===== src/rtl/core/kau_pkg.sv =====
`timescale 1ns / 1ps

package kau_pkg;

    localparam int ANGLE_W    = 32;
    localparam int VAR_W      = 32;
    localparam int STEP_W     = 24;
    localparam int FRAC_W     = 24;
    localparam int CFG_ADDR_W = 2;
    localparam int CFG_DATA_W = 32;

    // Grown widths of the intermediates
    localparam int PROD_W   = STEP_W + ANGLE_W + 1;   // signed dt * rate
    localparam int PANGLE_W = ANGLE_W + 3;            // predicted angle, signed
    localparam int PVAR_W   = VAR_W + 1;              // predicted variance
    localparam int DEN_W    = VAR_W + 2;              // pred_var + meas variance
    localparam int GAIN_W   = FRAC_W + 1;             // gain, Q1.24, at most one

    localparam int IN_DATA_W  = 4 * ANGLE_W;
    localparam int OUT_DATA_W = 2 * ANGLE_W;

    localparam logic [STEP_W-1:0] TIME_STEP_RST  = 24'd67109;
    localparam logic [VAR_W-1:0]  PROC_NOISE_RST = 32'd4295;
    localparam logic [VAR_W-1:0]  MEAS_VAR_RST   = 32'd150994944;

    typedef enum logic [CFG_ADDR_W-1:0] {
        CFG_TIME_STEP  = 2'd0,
        CFG_PROC_NOISE = 2'd1,
        CFG_MEAS_VAR   = 2'd2
    } t_cfg_addr;

    typedef struct packed {
        logic [STEP_W-1:0] time_step;
        logic [VAR_W-1:0]  proc_noise;
        logic [VAR_W-1:0]  meas_var;
    } t_cfg;

    // Payload that rides alongside the divider
    typedef struct packed {
        logic [PANGLE_W-1:0] pred_angle;
        logic [ANGLE_W-1:0]  meas;
        logic [PVAR_W-1:0]   pred_var;
    } t_side;

endpackage


===== src/rtl/core/kau_div.sv =====
`timescale 1ns / 1ps

// Restoring divider, one quotient bit per stage, most significant bit first.
// pred_var <= denom, so the quotient never exceeds one in Q1.24.
// A zero divisor yields a zero quotient.
module kau_div
    import kau_pkg::*;
(
    input  logic              i_clk,
    input  logic              i_rst_n,
    input  logic              i_en,
    input  logic              i_valid,
    input  t_side             i_side,
    input  logic [DEN_W-1:0]  i_denom,
    output logic              o_valid,
    output t_side             o_side,
    output logic [GAIN_W-1:0] o_gain
);

    localparam int STAGES = GAIN_W;

    logic [STAGES-1:0] r_vld;
    logic [DEN_W-1:0]  r_rem  [STAGES];
    logic [DEN_W-1:0]  r_den  [STAGES];
    logic [GAIN_W-1:0] r_q    [STAGES];
    t_side             r_side [STAGES];

    for (genvar k = 0; k < STAGES; k++) begin : g_stage
        logic [DEN_W:0]    n_sh;
        logic [DEN_W+1:0]  n_trial;
        logic              n_ge;
        logic [DEN_W-1:0]  n_den;
        logic [GAIN_W-1:0] n_q_in;
        t_side             n_side_in;
        logic              n_vld_in;

        if (k == 0) begin : g_first
            always_comb begin
                n_sh      = {2'b0, i_side.pred_var};
                n_den     = i_denom;
                n_q_in    = '0;
                n_side_in = i_side;
                n_vld_in  = i_valid;
            end
        end else begin : g_next
            always_comb begin
                n_sh      = {r_rem[k-1], 1'b0};
                n_den     = r_den[k-1];
                n_q_in    = r_q[k-1];
                n_side_in = r_side[k-1];
                n_vld_in  = r_vld[k-1];
            end
        end

        always_comb begin
            n_trial = {1'b0, n_sh} - {2'b0, n_den};
            n_ge    = !n_trial[DEN_W+1] && (n_den != '0);
        end

        always_ff @(posedge i_clk) begin
            if (!i_rst_n) begin
                r_vld[k] <= 1'b0;
            end else if (i_en) begin
                r_vld[k] <= n_vld_in;
            end
        end

        always_ff @(posedge i_clk) begin
            if (i_en) begin
                r_rem[k]  <= n_ge ? n_trial[DEN_W-1:0] : n_sh[DEN_W-1:0];
                r_den[k]  <= n_den;
                r_q[k]    <= {n_q_in[GAIN_W-2:0], n_ge};
                r_side[k] <= n_side_in;
            end
        end
    end

    assign o_valid = r_vld[STAGES-1];
    assign o_side  = r_side[STAGES-1];
    assign o_gain  = r_q[STAGES-1];

endmodule


===== config.mk =====
export PLATFORM = sky130hd
export DESIGN_NAME = kau_div
export DESIGN_NICKNAME = d
export VERILOG_FILES = /design/src/rtl/core/kau_pkg.sv /design/src/rtl/core/kau_div.sv
export SDC_FILE = /design/constraint.sdc
export NUM_CORES = 2
export LEC_CHECK = 0
export ABC_CLOCK_PERIOD_IN_PS = 4430
export BUFFER_PORTS_ARGS = -buffer_cell sky130_fd_sc_hd__clkbuf_2
export CAP_MARGIN = 20
export CORE_MARGIN = 8
export CORE_UTILIZATION = 30
export CTS_BUF_LIST = sky130_fd_sc_hd__clkbuf_8
export CTS_CLUSTER_SIZE = 16
export DETAILED_ROUTE_END_ITERATION = 16
export HOLD_SLACK_MARGIN = 0.05
export PLACE_DENSITY = 0.46
export RECOVER_POWER = 25
export SLEW_MARGIN = 30
export SYNTH_ARGS = -nofsm -noshare
export SYNTH_HDL_FRONTEND = slang
export SYNTH_MEMORY_MAX_BITS = 65536
export SYNTH_SLANG_ARGS = --single-unit
export TNS_END_PERCENT = 20

===== constraint.sdc =====
create_clock -name i_clk -period 4.43 [get_ports i_clk]
set_input_delay 0.886 -clock i_clk [delete_from_list [all_inputs] [get_ports i_clk]]
set_output_delay 0.886 -clock i_clk [all_outputs]
set_load 0.05 [all_outputs]

==> results.toml <==
[die]
ios = 264
initial_core_util = 0.301
dieArea_um2 = 652000
die_w_um = 807
row_count = 290
die_h_um = 807
core-area_um2 = 624000

[timing]
finalCritPeriodShare = 0.947
fin_hold_ws_ns = 0.347
setup_viol = 0
finClkSkew_ns = 0.0992
tightest_slew_ns = 0.906
final_max_slew_viol_count = 0
rsz0062_at_grt = "false"
fmax_mhz = 238
post-route-min-period_ns = 4.20
hold_violations = 0
slew_headroom = 0.390

[detailed_routing]
wirelength_met1_um = 157000
drc = 0
routed_wl_um = 386000
num_vias = 99300
via_per_inst = 4.42
top_layer_used = "met5"
antenna_left = 0
wl_met3_um = 14500
wl_met2_um = 199000
wl_per_cell_um = 17.2
dr.pass1.iters = 5
first_iter_violations = 5758

[pwr]
powerDensity_nw_per_um2 = 637
vdd_drop_max_mv = 0.358
p_leak_uw = 0.0830

[synth]
synth_nets = 13100
ys_top_cells_by_area = "edfxtp_1, ha_1, mux2_2, xnor2_1, inv_1"
synth_area_per_cell_um2 = 15.5
synth_cells = 12100
synth_flop_cell = "edfxtp_1"
syn-cell-area_um2 = 188000
yosysUniqueCellTypes = 94
synthDominantCellAreaShare = 0.713
synth-edff-count = 4457
synth-async-reset-ratio = 0
yosysWarnings = 0
yosysMostFrequentCell = "edfxtp_1"
ys_ff_latch = 4482
synth_commonest_cells = "edfxtp_1, inv_1, ha_1"
yosys.area.top_type = "edfxtp_1"
ys_seq_area_frac = 0.715

[clock_network]
cts_tree = "built"
htree_levels = 6
clock_path_buffers = 4
clkTransAtPathRegs_ns = 0.07
cts_made_buffers = 770
clkLatencyLatePin_ns = 1.31
cts_sinks = 4482
cts_root_buf = "clkbuf_8"

[global_route]
grt_pass1_vias = 103000
grt_pass1_wl_um = 593000
overflow = 0
grtUsageTotal = 0.114
antenna_found_initial = 20
grt_start_max_net_pins = 129

[setup_path]
critPathLaunchType = "flop"
worst_setup_path_end_kind = "flop"
path_class = "flop to flop"
worstPathMaxFanout = 36
worstPathArrival_ns = 5.16
rrSetupSlack_ns = 0.23
worstPathRequired_ns = 5.39

[placement]
place_congestion = 0.827
portBuffers = 263
post-dp-hpwl_um = 273000

[finish]
nets = 14500
fill_cells = 60200
final_core_util = 0.351
drive_above_1_share = 0.156
final-seq-area_um2 = 134000
multi_input_area_um2 = 49000
area_growth_pct = 16.5

[worst_hold_path]
hold_class = "input pin to flop"

[flow_run]
max_cap_violations = 0

[status]
status = "finished clean"
==> registers in the layout, indices dropped and copies added (netlist names) <==
signal	cells
r_side	2500
r_q	325
r_rem	816
o_valid	1
r_den	816
g_stage.n_vld_in	24
==> per-layer routing <==
layer,vias up,GRT usage
met5,-,0
met1,47900,0.131
met4,4,0.0460
met2,1547,0.210
met3,798,0.0200
li1,49000,-
==> path summary, 6_finish.rpt <==
| kind | start | end | cells past startpoint |
|---|---|---|---|
| worst max-delay path | r_rem[1][71] | r_rem[1][103] | 13 |
| worst min-delay path | i_side[54] | r_side[0][54] | 2 |
| worst max register to register | r_rem[1][71] | r_rem[1][103] | 13 |
| worst min register to register | r_side[0][317] | r_side[0][417] | 0 |
==> layout by cell type, fill, tap and decap left out, drive strengths merged, types with 25 or more instances in the layout <==
master	instances
ha	825
nand2	546
edfxtp	4457
a31oi	96
a21o	407
clkbuf	1035
a21oi	734
clkinv	228
o21ai	458
a211oi	48
xor2	267
nor2b	123
o21a	98
dfxtp	25
xnor2	446
nand2b	105
a211o	26
and2	46
dlygate4sd3	138
nor4	209
nor3	58
buf	410
and3	70
o31ai	53
o21bai	90
inv	1371
nand4	112
mux2	626
nand3	164
nor2	350
o211ai	44
mux2i	42
==> area by class of cell <==
cell class | count | share of cell area
inverters | 1038 | 0.0178
clock inverters | 597 | 0.0167
well taps | 8322 | 0.0476
multi-input cells | 6429 | 0.224
flip-flops and latches | 4482 | 0.614
clock buffers | 772 | 0.0486
repair buffers | 811 | 0.0313
diodes | 19 | 0.000217
==> power by group <==
part | switching (uW) | internal [uW] | leakage, uW
registers | 3560 | 55700 | 0.0438
logic | 23500 | 21600 | 0.0308
clock network | 17100 | 17800 | 0.00834
total | 44100 | 95100 | 0.0830
==> cell families (layout without fill, tap and decap cells) <==
| logic type | after synthesis | count (layout) | share of synthesized area |
|---|---|---|---|
| mux | 668 | 668 | 0.0401 |
| flops | 4482 | 4482 | 0.715 |
| fa+ha+maj | 849 | 849 | 0.0575 |
| simple gates | 1886 | 1886 | 0.0500 |
| other cells | 0 | 19 | 0 |
| buf+inv | 1211 | 3218 | 0.0249 |
| compound gates | 2313 | 2313 | 0.0789 |
| xor+xnor | 713 | 713 | 0.0333 |
==> critical path, stage by stage (launching register included) <==
cell and delay [ns]:
edfxtp_1 0.41, ha_1 0.39, a21o_1 0.26, a211o_1 0.28
o21ai_1 0.27, a311oi_1 0.22, a21oi_2 0.31, o21ai_1 0.20
o31a_1 0.38, a2111oi_0 0.40, buf_4 0.19, a41oi_4 0.04
buf_12 0.22, mux2_2 0.30
==> through the flow <==
stage          std cells  setup TNS [ns]  instance area, um2  setup WS, ns  power [uW]
2_1_floorplan      12100               0              188000         0.576       91800
3_3_place_gp       20900         -0.0210              203000       -0.0210      105000
6_report           22500               0              219000         0.234      139000
5_1_grt            22500               0              219000        0.0349      149000
4_1_cts            22500               0              219000         0.104      142000
3_5_place_dp       20900               0              203000         0.109      105000
==> repair_timing <==
item / in CTS / in global routing
setup endpoints to repair: 0 / 3
resized for setup: 0 / 3
setup buffers: 0 / 0
endpoints found under the hold margin: 252 / 0
hold buffers: 138 / 0
No activity file was read; power rests on OpenSTA's default activity.
