==> config.mk <==
export PLATFORM = sky130hd
export DESIGN_NAME = kau_back
export DESIGN_NICKNAME = d
export VERILOG_FILES = /design/src/rtl/core/kau_pkg.sv /design/src/rtl/core/kau_back.sv
export SDC_FILE = /design/constraint.sdc
export NUM_CORES = 2
export LEC_CHECK = 0
export ABC_AREA = 1
export BUFFER_PORTS_ARGS = -buffer_cell sky130_fd_sc_hd__buf_2
export CAP_MARGIN = 20
export CORE_ASPECT_RATIO = 1.5
export CORE_MARGIN = 5
export CORE_UTILIZATION = 50
export CTS_BUF_LIST = sky130_fd_sc_hd__clkbuf_16
export CTS_CLUSTER_SIZE = 28
export DETAILED_ROUTE_END_ITERATION = 8
export GPL_TIMING_DRIVEN = 0
export PLACE_DENSITY_LB_ADDON = 0.12
export SYNTH_ARGS = -nofsm -noshare
export SYNTH_HDL_FRONTEND = slang
export SYNTH_SLANG_ARGS = --single-unit
export TNS_END_PERCENT = 20
==> constraint.sdc <==
create_clock -name i_clk -period 6.2 [get_ports i_clk]
set_input_delay 1.24 -clock i_clk [delete_from_list [all_inputs] [get_ports i_clk]]
set_output_delay 1.24 -clock i_clk [all_outputs]
set_load 0.05 [all_outputs]
==> src/rtl/core/kau_pkg.sv <==
`timescale 1ns / 1ps

package kau_pkg;

    localparam int ANGLE_W    = 32;
    localparam int VAR_W      = 32;
    localparam int STEP_W     = 24;
    localparam int FRAC_W     = 24;
    localparam int CFG_ADDR_W = 2;
    localparam int CFG_DATA_W = 32;

    // Grown widths of the intermediates
    localparam int PROD_W   = STEP_W + ANGLE_W + 1;   // signed dt * rate
    localparam int PANGLE_W = ANGLE_W + 3;            // predicted angle, signed
    localparam int PVAR_W   = VAR_W + 1;              // predicted variance
    localparam int DEN_W    = VAR_W + 2;              // pred_var + meas variance
    localparam int GAIN_W   = FRAC_W + 1;             // gain, Q1.24, at most one

    localparam int IN_DATA_W  = 4 * ANGLE_W;
    localparam int OUT_DATA_W = 2 * ANGLE_W;

    localparam logic [STEP_W-1:0] TIME_STEP_RST  = 24'd67109;
    localparam logic [VAR_W-1:0]  PROC_NOISE_RST = 32'd4295;
    localparam logic [VAR_W-1:0]  MEAS_VAR_RST   = 32'd150994944;

    typedef enum logic [CFG_ADDR_W-1:0] {
        CFG_TIME_STEP  = 2'd0,
        CFG_PROC_NOISE = 2'd1,
        CFG_MEAS_VAR   = 2'd2
    } t_cfg_addr;

    typedef struct packed {
        logic [STEP_W-1:0] time_step;
        logic [VAR_W-1:0]  proc_noise;
        logic [VAR_W-1:0]  meas_var;
    } t_cfg;

    // Payload that rides alongside the divider
    typedef struct packed {
        logic [PANGLE_W-1:0] pred_angle;
        logic [ANGLE_W-1:0]  meas;
        logic [PVAR_W-1:0]   pred_var;
    } t_side;

endpackage

==> src/rtl/core/kau_back.sv <==
`timescale 1ns / 1ps

module kau_back
    import kau_pkg::*;
(
    input  logic                      i_clk,
    input  logic                      i_rst_n,
    input  logic                      i_en,
    input  logic                      i_valid,
    input  t_side                     i_side,
    input  logic [GAIN_W-1:0]         i_gain,
    output logic                      o_valid,
    output logic signed [ANGLE_W-1:0] o_new_angle,
    output logic [VAR_W-1:0]          o_new_variance
);

    localparam int INNOV_W = PANGLE_W + 1;
    localparam int ILO_W   = 18;
    localparam int IHI_W   = INNOV_W - ILO_W;
    localparam int VLO_W   = 17;
    localparam int VHI_W   = PVAR_W - VLO_W;
    localparam int PAL_W   = GAIN_W + ILO_W;
    localparam int PAH_W   = GAIN_W + 1 + IHI_W;
    localparam int PVL_W   = GAIN_W + VLO_W;
    localparam int PVH_W   = GAIN_W + VHI_W;
    localparam int FA_W    = PAH_W + ILO_W + 1;
    localparam int FV_W    = GAIN_W + PVAR_W + 1;
    localparam int SUM_W   = ANGLE_W + 8;

    localparam logic [GAIN_W-1:0] ONE    = GAIN_W'(1) << FRAC_W;
    localparam logic [FA_W-1:0]   HALF_A = FA_W'(1) << (FRAC_W - 1);
    localparam logic [FV_W-1:0]   HALF_V = FV_W'(1) << (FRAC_W - 1);

    localparam logic signed [SUM_W-1:0] S_MAX = SUM_W'({1'b0, {(ANGLE_W - 1){1'b1}}});
    localparam logic signed [SUM_W-1:0] S_MIN = -S_MAX - SUM_W'(1);

    // stage A: innovation and 1 - gain
    logic                       r_va;
    logic signed [INNOV_W-1:0]  r_innov;
    logic [GAIN_W-1:0]          r_gain_a;
    logic [GAIN_W-1:0]          r_omg;
    logic [PANGLE_W-1:0]        r_pang_a;
    logic [PVAR_W-1:0]          r_pvar_a;

    // stage B: partial products
    logic                       r_vb;
    logic [PAL_W-1:0]           r_pa_lo;
    logic signed [PAH_W-1:0]    r_pa_hi;
    logic [PVL_W-1:0]           r_pv_lo;
    logic [PVH_W-1:0]           r_pv_hi;
    logic [PANGLE_W-1:0]        r_pang_b;

    // stage C: combine and add the rounding half
    logic                       r_vc;
    logic signed [FA_W-1:0]     r_fa;
    logic [FV_W-1:0]            r_fv;
    logic [PANGLE_W-1:0]        r_pang_c;

    // stage D: output register
    logic                       r_vd;
    logic [ANGLE_W-1:0]         r_angle_d;
    logic [VAR_W-1:0]           r_var_d;

    logic signed [INNOV_W-1:0]  n_innov;
    logic [PAL_W-1:0]           n_pa_lo;
    logic signed [PAH_W-1:0]    n_pa_hi;
    logic [PVL_W-1:0]           n_pv_lo;
    logic [PVH_W-1:0]           n_pv_hi;
    logic [FA_W-1:0]            n_fa;
    logic [FV_W-1:0]            n_fv;
    logic signed [FA_W-1:0]     n_adj;
    logic signed [SUM_W-1:0]    n_sum;
    logic [FV_W-FRAC_W-1:0]     n_vq;
    logic [ANGLE_W-1:0]         n_angle;
    logic [VAR_W-1:0]           n_var;

    always_comb begin
        n_innov = $signed({{(INNOV_W - ANGLE_W){i_side.meas[ANGLE_W-1]}}, i_side.meas})
                  - $signed({i_side.pred_angle[PANGLE_W-1], i_side.pred_angle});
    end

    always_comb begin
        n_pa_lo = r_gain_a * r_innov[ILO_W-1:0];
        n_pa_hi = $signed({1'b0, r_gain_a}) * $signed(r_innov[INNOV_W-1:ILO_W]);
        n_pv_lo = r_omg * r_pvar_a[VLO_W-1:0];
        n_pv_hi = r_omg * r_pvar_a[PVAR_W-1:VLO_W];
    end

    always_comb begin
        n_fa = {r_pa_hi[PAH_W-1], r_pa_hi, {ILO_W{1'b0}}}
               + {{(FA_W - PAL_W){1'b0}}, r_pa_lo} + HALF_A;
        n_fv = {1'b0, r_pv_hi, {VLO_W{1'b0}}}
               + {{(FV_W - PVL_W){1'b0}}, r_pv_lo} + HALF_V;
    end

    always_comb begin
        n_adj = r_fa >>> FRAC_W;
        n_sum = $signed({{(SUM_W - PANGLE_W){r_pang_c[PANGLE_W-1]}}, r_pang_c})
                + $signed(n_adj[SUM_W-1:0]);
        if (n_sum > S_MAX) begin
            n_angle = S_MAX[ANGLE_W-1:0];
        end else if (n_sum < S_MIN) begin
            n_angle = S_MIN[ANGLE_W-1:0];
        end else begin
            n_angle = n_sum[ANGLE_W-1:0];
        end
        n_vq  = r_fv[FV_W-1:FRAC_W];
        // clip to all ones when the rounded variance overflows 32 bits
        n_var = (|n_vq[FV_W-FRAC_W-1:VAR_W]) ? '1 : n_vq[VAR_W-1:0];
    end

    always_ff @(posedge i_clk) begin
        if (!i_rst_n) begin
            r_va <= 1'b0;
            r_vb <= 1'b0;
            r_vc <= 1'b0;
            r_vd <= 1'b0;
        end else if (i_en) begin
            r_va <= i_valid;
            r_vb <= r_va;
            r_vc <= r_vb;
            r_vd <= r_vc;
        end
    end

    always_ff @(posedge i_clk) begin
        if (i_en) begin
            r_innov   <= n_innov;
            r_gain_a  <= i_gain;
            r_omg     <= ONE - i_gain;
            r_pang_a  <= i_side.pred_angle;
            r_pvar_a  <= i_side.pred_var;
            r_pa_lo   <= n_pa_lo;
            r_pa_hi   <= n_pa_hi;
            r_pv_lo   <= n_pv_lo;
            r_pv_hi   <= n_pv_hi;
            r_pang_b  <= r_pang_a;
            r_fa      <= n_fa;
            r_fv      <= n_fv;
            r_pang_c  <= r_pang_b;
            r_angle_d <= n_angle;
            r_var_d   <= n_var;
        end
    end

    assign o_valid        = r_vd;
    assign o_new_angle    = r_angle_d;
    assign o_new_variance = r_var_d;

endmodule

==> results.json <==
{
  "final_antenna_net_count": 0,
  "core_area_sq_um": 165000,
  "clk_pin_slew_ps": 70,
  "status": "complete, but fails checks",
  "grt_use_total_pct": 38.3,
  "fillers": 15300,
  "netlist-cell-type-count": 51,
  "clock_sinks": 500,
  "setup_viol": 48,
  "finalNetCount": 12800,
  "ios": 194,
  "critPathMaxFanout": 7,
  "slew_headroom_pct": 36.3,
  "synth-edff-count": 496,
  "clock_latency_ps": 750,
  "fmax_mhz": 153,
  "layout-drive-gt1-share_pct": 13.9,
  "critPathMaxStageDelay_ps": 930,
  "fin_util_pct": 58.4,
  "grt_overflow": 0,
  "std_cell_rows": 183,
  "criticalPathCategory": "flop to flop",
  "r2r_cells": 28,
  "critPathMostFrequentCell": "inv_2",
  "hold_buffers": 0,
  "finalMaxSlewViolations": 0,
  "dieHeight_um": 509,
  "synthCells": 10100,
  "cp_top_family": "adder cells",
  "vias_per_cell": 5.37,
  "drtIter0Drc": 5222,
  "startpoint_type": "flop",
  "min_path_type": "flop to flop",
  "cts_buffer_depth": 3,
  "fp.dieW_um": 342,
  "whs_path_depth": 0,
  "antenna_found_initial": 21,
  "netlist_area_sq_um": 82900,
  "dr_total_vias": 69300,
  "synth_top_area_cell": "fa_1",
  "hold_viol": 0,
  "r2r-end": "r_pv_hi[28]",
  "synth_top_area_share_pct": 33.8,
  "route.detailed.drc": 0,
  "violations": "setup timing",
  "gp_congestion": 1.09,
  "cts_made_buffers": 54,
  "yosysSeqAreaShare_pct": 18.1,
  "worstPathRequired_ps": 6700,
  "synth.avg_cell_area_sq_um": 8.20,
  "ys_ff_latch": 500,
  "fin_worst_skew_ps": 135,
  "grt_pass1_vias": 74000,
  "fin_crit_ps": 6550,
  "start_util_pct": 50.1,
  "dieArea_sq_um": 174000,
  "htree_num_levels": 2,
  "routed_wl_um": 330000,
  "holdWs_ps": 418,
  "end_kind": "flop",
  "io_buffers": 193,
  "cts_tree": "done",
  "period_share_pct": 106,
  "tns_ps": -6410,
  "synth_area_leaders": "fa_1, edfxtp_1, inv_1, nand2_1, ha_1",
  "arrival_ps": 7050,
  "rrSetupSlack_ps": -350,
  "synthFlopType": "edfxtp_1",
  "maxCapViolCount": 0,
  "synth_nets": 12300,
  "rr_startpoint": "r_pvar_a[21]",
  "critPathBufInv": 11,
  "grt_pass1_wl_um": 480000,
  "holdCritStartpoint": "r_pang_a[28]",
  "grt_max_degree": 124,
  "rsz0062_at_grt": "yes",
  "tightest_slew_ps": 945,
  "drtPass1Iterations": 9,
  "cts-root-buf": "clkbuf_16",
  "yosys_warnings": 0,
  "wire_per_inst_um": 25.6,
  "dpl.hpwl_um": 267000,
  "async_reset_ff_share_pct": 0,
  "post-place-ws_ps": -2230,
  "areaGrowthSynthToFinish_pct": 16.5,
  "cp_slowest_cell": "fa_2",
  "setup_slack_ps": -349,
  "worstHoldEndpoint": "r_pang_b[28]"
}
[cell usage in the layout (no fill, tap or decap), types with 44 or more instances in the layout]
| master | netlist | layout |
|---|---|---|
| edfxtp_1 | 496 | 496 |
| nand2_2 | 14 | 52 |
| nand2_1 | 2551 | 2496 |
| nand3_1 | 138 | 126 |
| buf_4 | 0 | 307 |
| fa_2 | 0 | 60 |
| clkbuf_8 | 0 | 50 |
| clkbuf_2 | 0 | 44 |
| a21oi_2 | 1 | 49 |
| ha_4 | 0 | 57 |
| buf_12 | 0 | 53 |
| inv_1 | 2861 | 2812 |
| a31oi_1 | 60 | 44 |
| ha_1 | 659 | 587 |
| xor2_1 | 177 | 148 |
| o21ai_0 | 169 | 130 |
| clkbuf_4 | 0 | 80 |
| buf_6 | 6 | 60 |
| xnor2_1 | 92 | 80 |
| fa_1 | 1398 | 1338 |
| nor2_1 | 431 | 372 |
| buf_2 | 1 | 208 |
| a21oi_1 | 325 | 254 |
| clkbuf_16 | 0 | 71 |
| inv_2 | 1 | 54 |
[final cells by class]
class | count | area, sq um | share of cell area (%)
Antenna cell | 10 | 25.0 | 0.0259
Sequential cell | 500 | 15000 | 15.5
Timing Repair Buffer | 570 | 4720 | 4.89
Buffer | 292 | 2810 | 2.91
Clock inverter | 46 | 440 | 0.456
Tap cell | 2220 | 2780 | 2.88
Multi-Input combinational cell | 6331 | 58700 | 60.8
Clock buffer | 54 | 1350 | 1.40
Inverter | 2862 | 10700 | 11.1
[registers in the layout (all words and copies together), names as in the netlist, 24 cells and up]
name	flops
r_pa_lo	25
r_pang_a	35
r_pang_b	35
r_fv	35
r_pvar_a	33
r_pa_hi	44
o_new_variance	32
r_innov	36
r_omg	24
r_pv_lo	25
r_pang_c	35
r_pv_hi	41
o_new_angle	32
r_fa	39
r_gain_a	25
[logic make-up after synthesis]
group	count (synthesis)	synth area share, %
simple gates	3298	15.7
compound gates	706	4.83
buf+inv	3273	14.9
fa+ha+maj	2057	43.7
xor+xnor	270	2.86
flops	500	18.1
[worst max-delay path by stage]
| stage | startpoint | endpoint | cells after the start |
|---|---|---|---|
| after floorplan | r_gain_a[10] | r_pa_hi[34] | 22 |
| after global placement | i_en | o_valid | 4 |
| after detailed placement | r_omg[17] | r_pv_lo[31] | 20 |
| after CTS | r_omg[18] | r_pv_lo[27] | 22 |
| after global routing | r_pvar_a[18] | r_pv_hi[28] | 24 |
| final | r_pvar_a[21] | r_pv_hi[28] | 28 |
[synthesized netlist by cell type, drive strengths merged (60+ instances only)]
master / number
o21ai: 179
nor2: 439
fa: 1398
edfxtp: 496
xor2: 178
clkbuf: 385
nand3: 144
ha: 659
nand2: 2565
a31oi: 60
xnor2: 92
a21oi: 326
inv: 2862
[metal layers]
metal  routed length (um)  track usage, %
met4                47200            40.0
met3                24500            8.12
met1               101000            37.7
met5                   79           0.528
met2               158000            64.7
[timing repair]
| item | in CTS | in global routing |
|---|---|---|
| endpoints found under the setup margin | 114 | 101 |
| setup buffers | 312 | 49 |
| pin swaps | 135 | 132 |
| gates cloned | 4 | 0 |
| gates resized for setup | 1049 | 439 |
[metrics by stage]
step                      std cells  cell area [sq um]
after floorplan               10100              82900
after global placement        12500              86600
after detailed placement      12500              86900
after CTS                     12800              94900
after global routing          12900              96500
final                         12900              96600
Power is not shown: default switching activity piles up to over one toggle a cycle in this logic, so the estimate is an artifact.
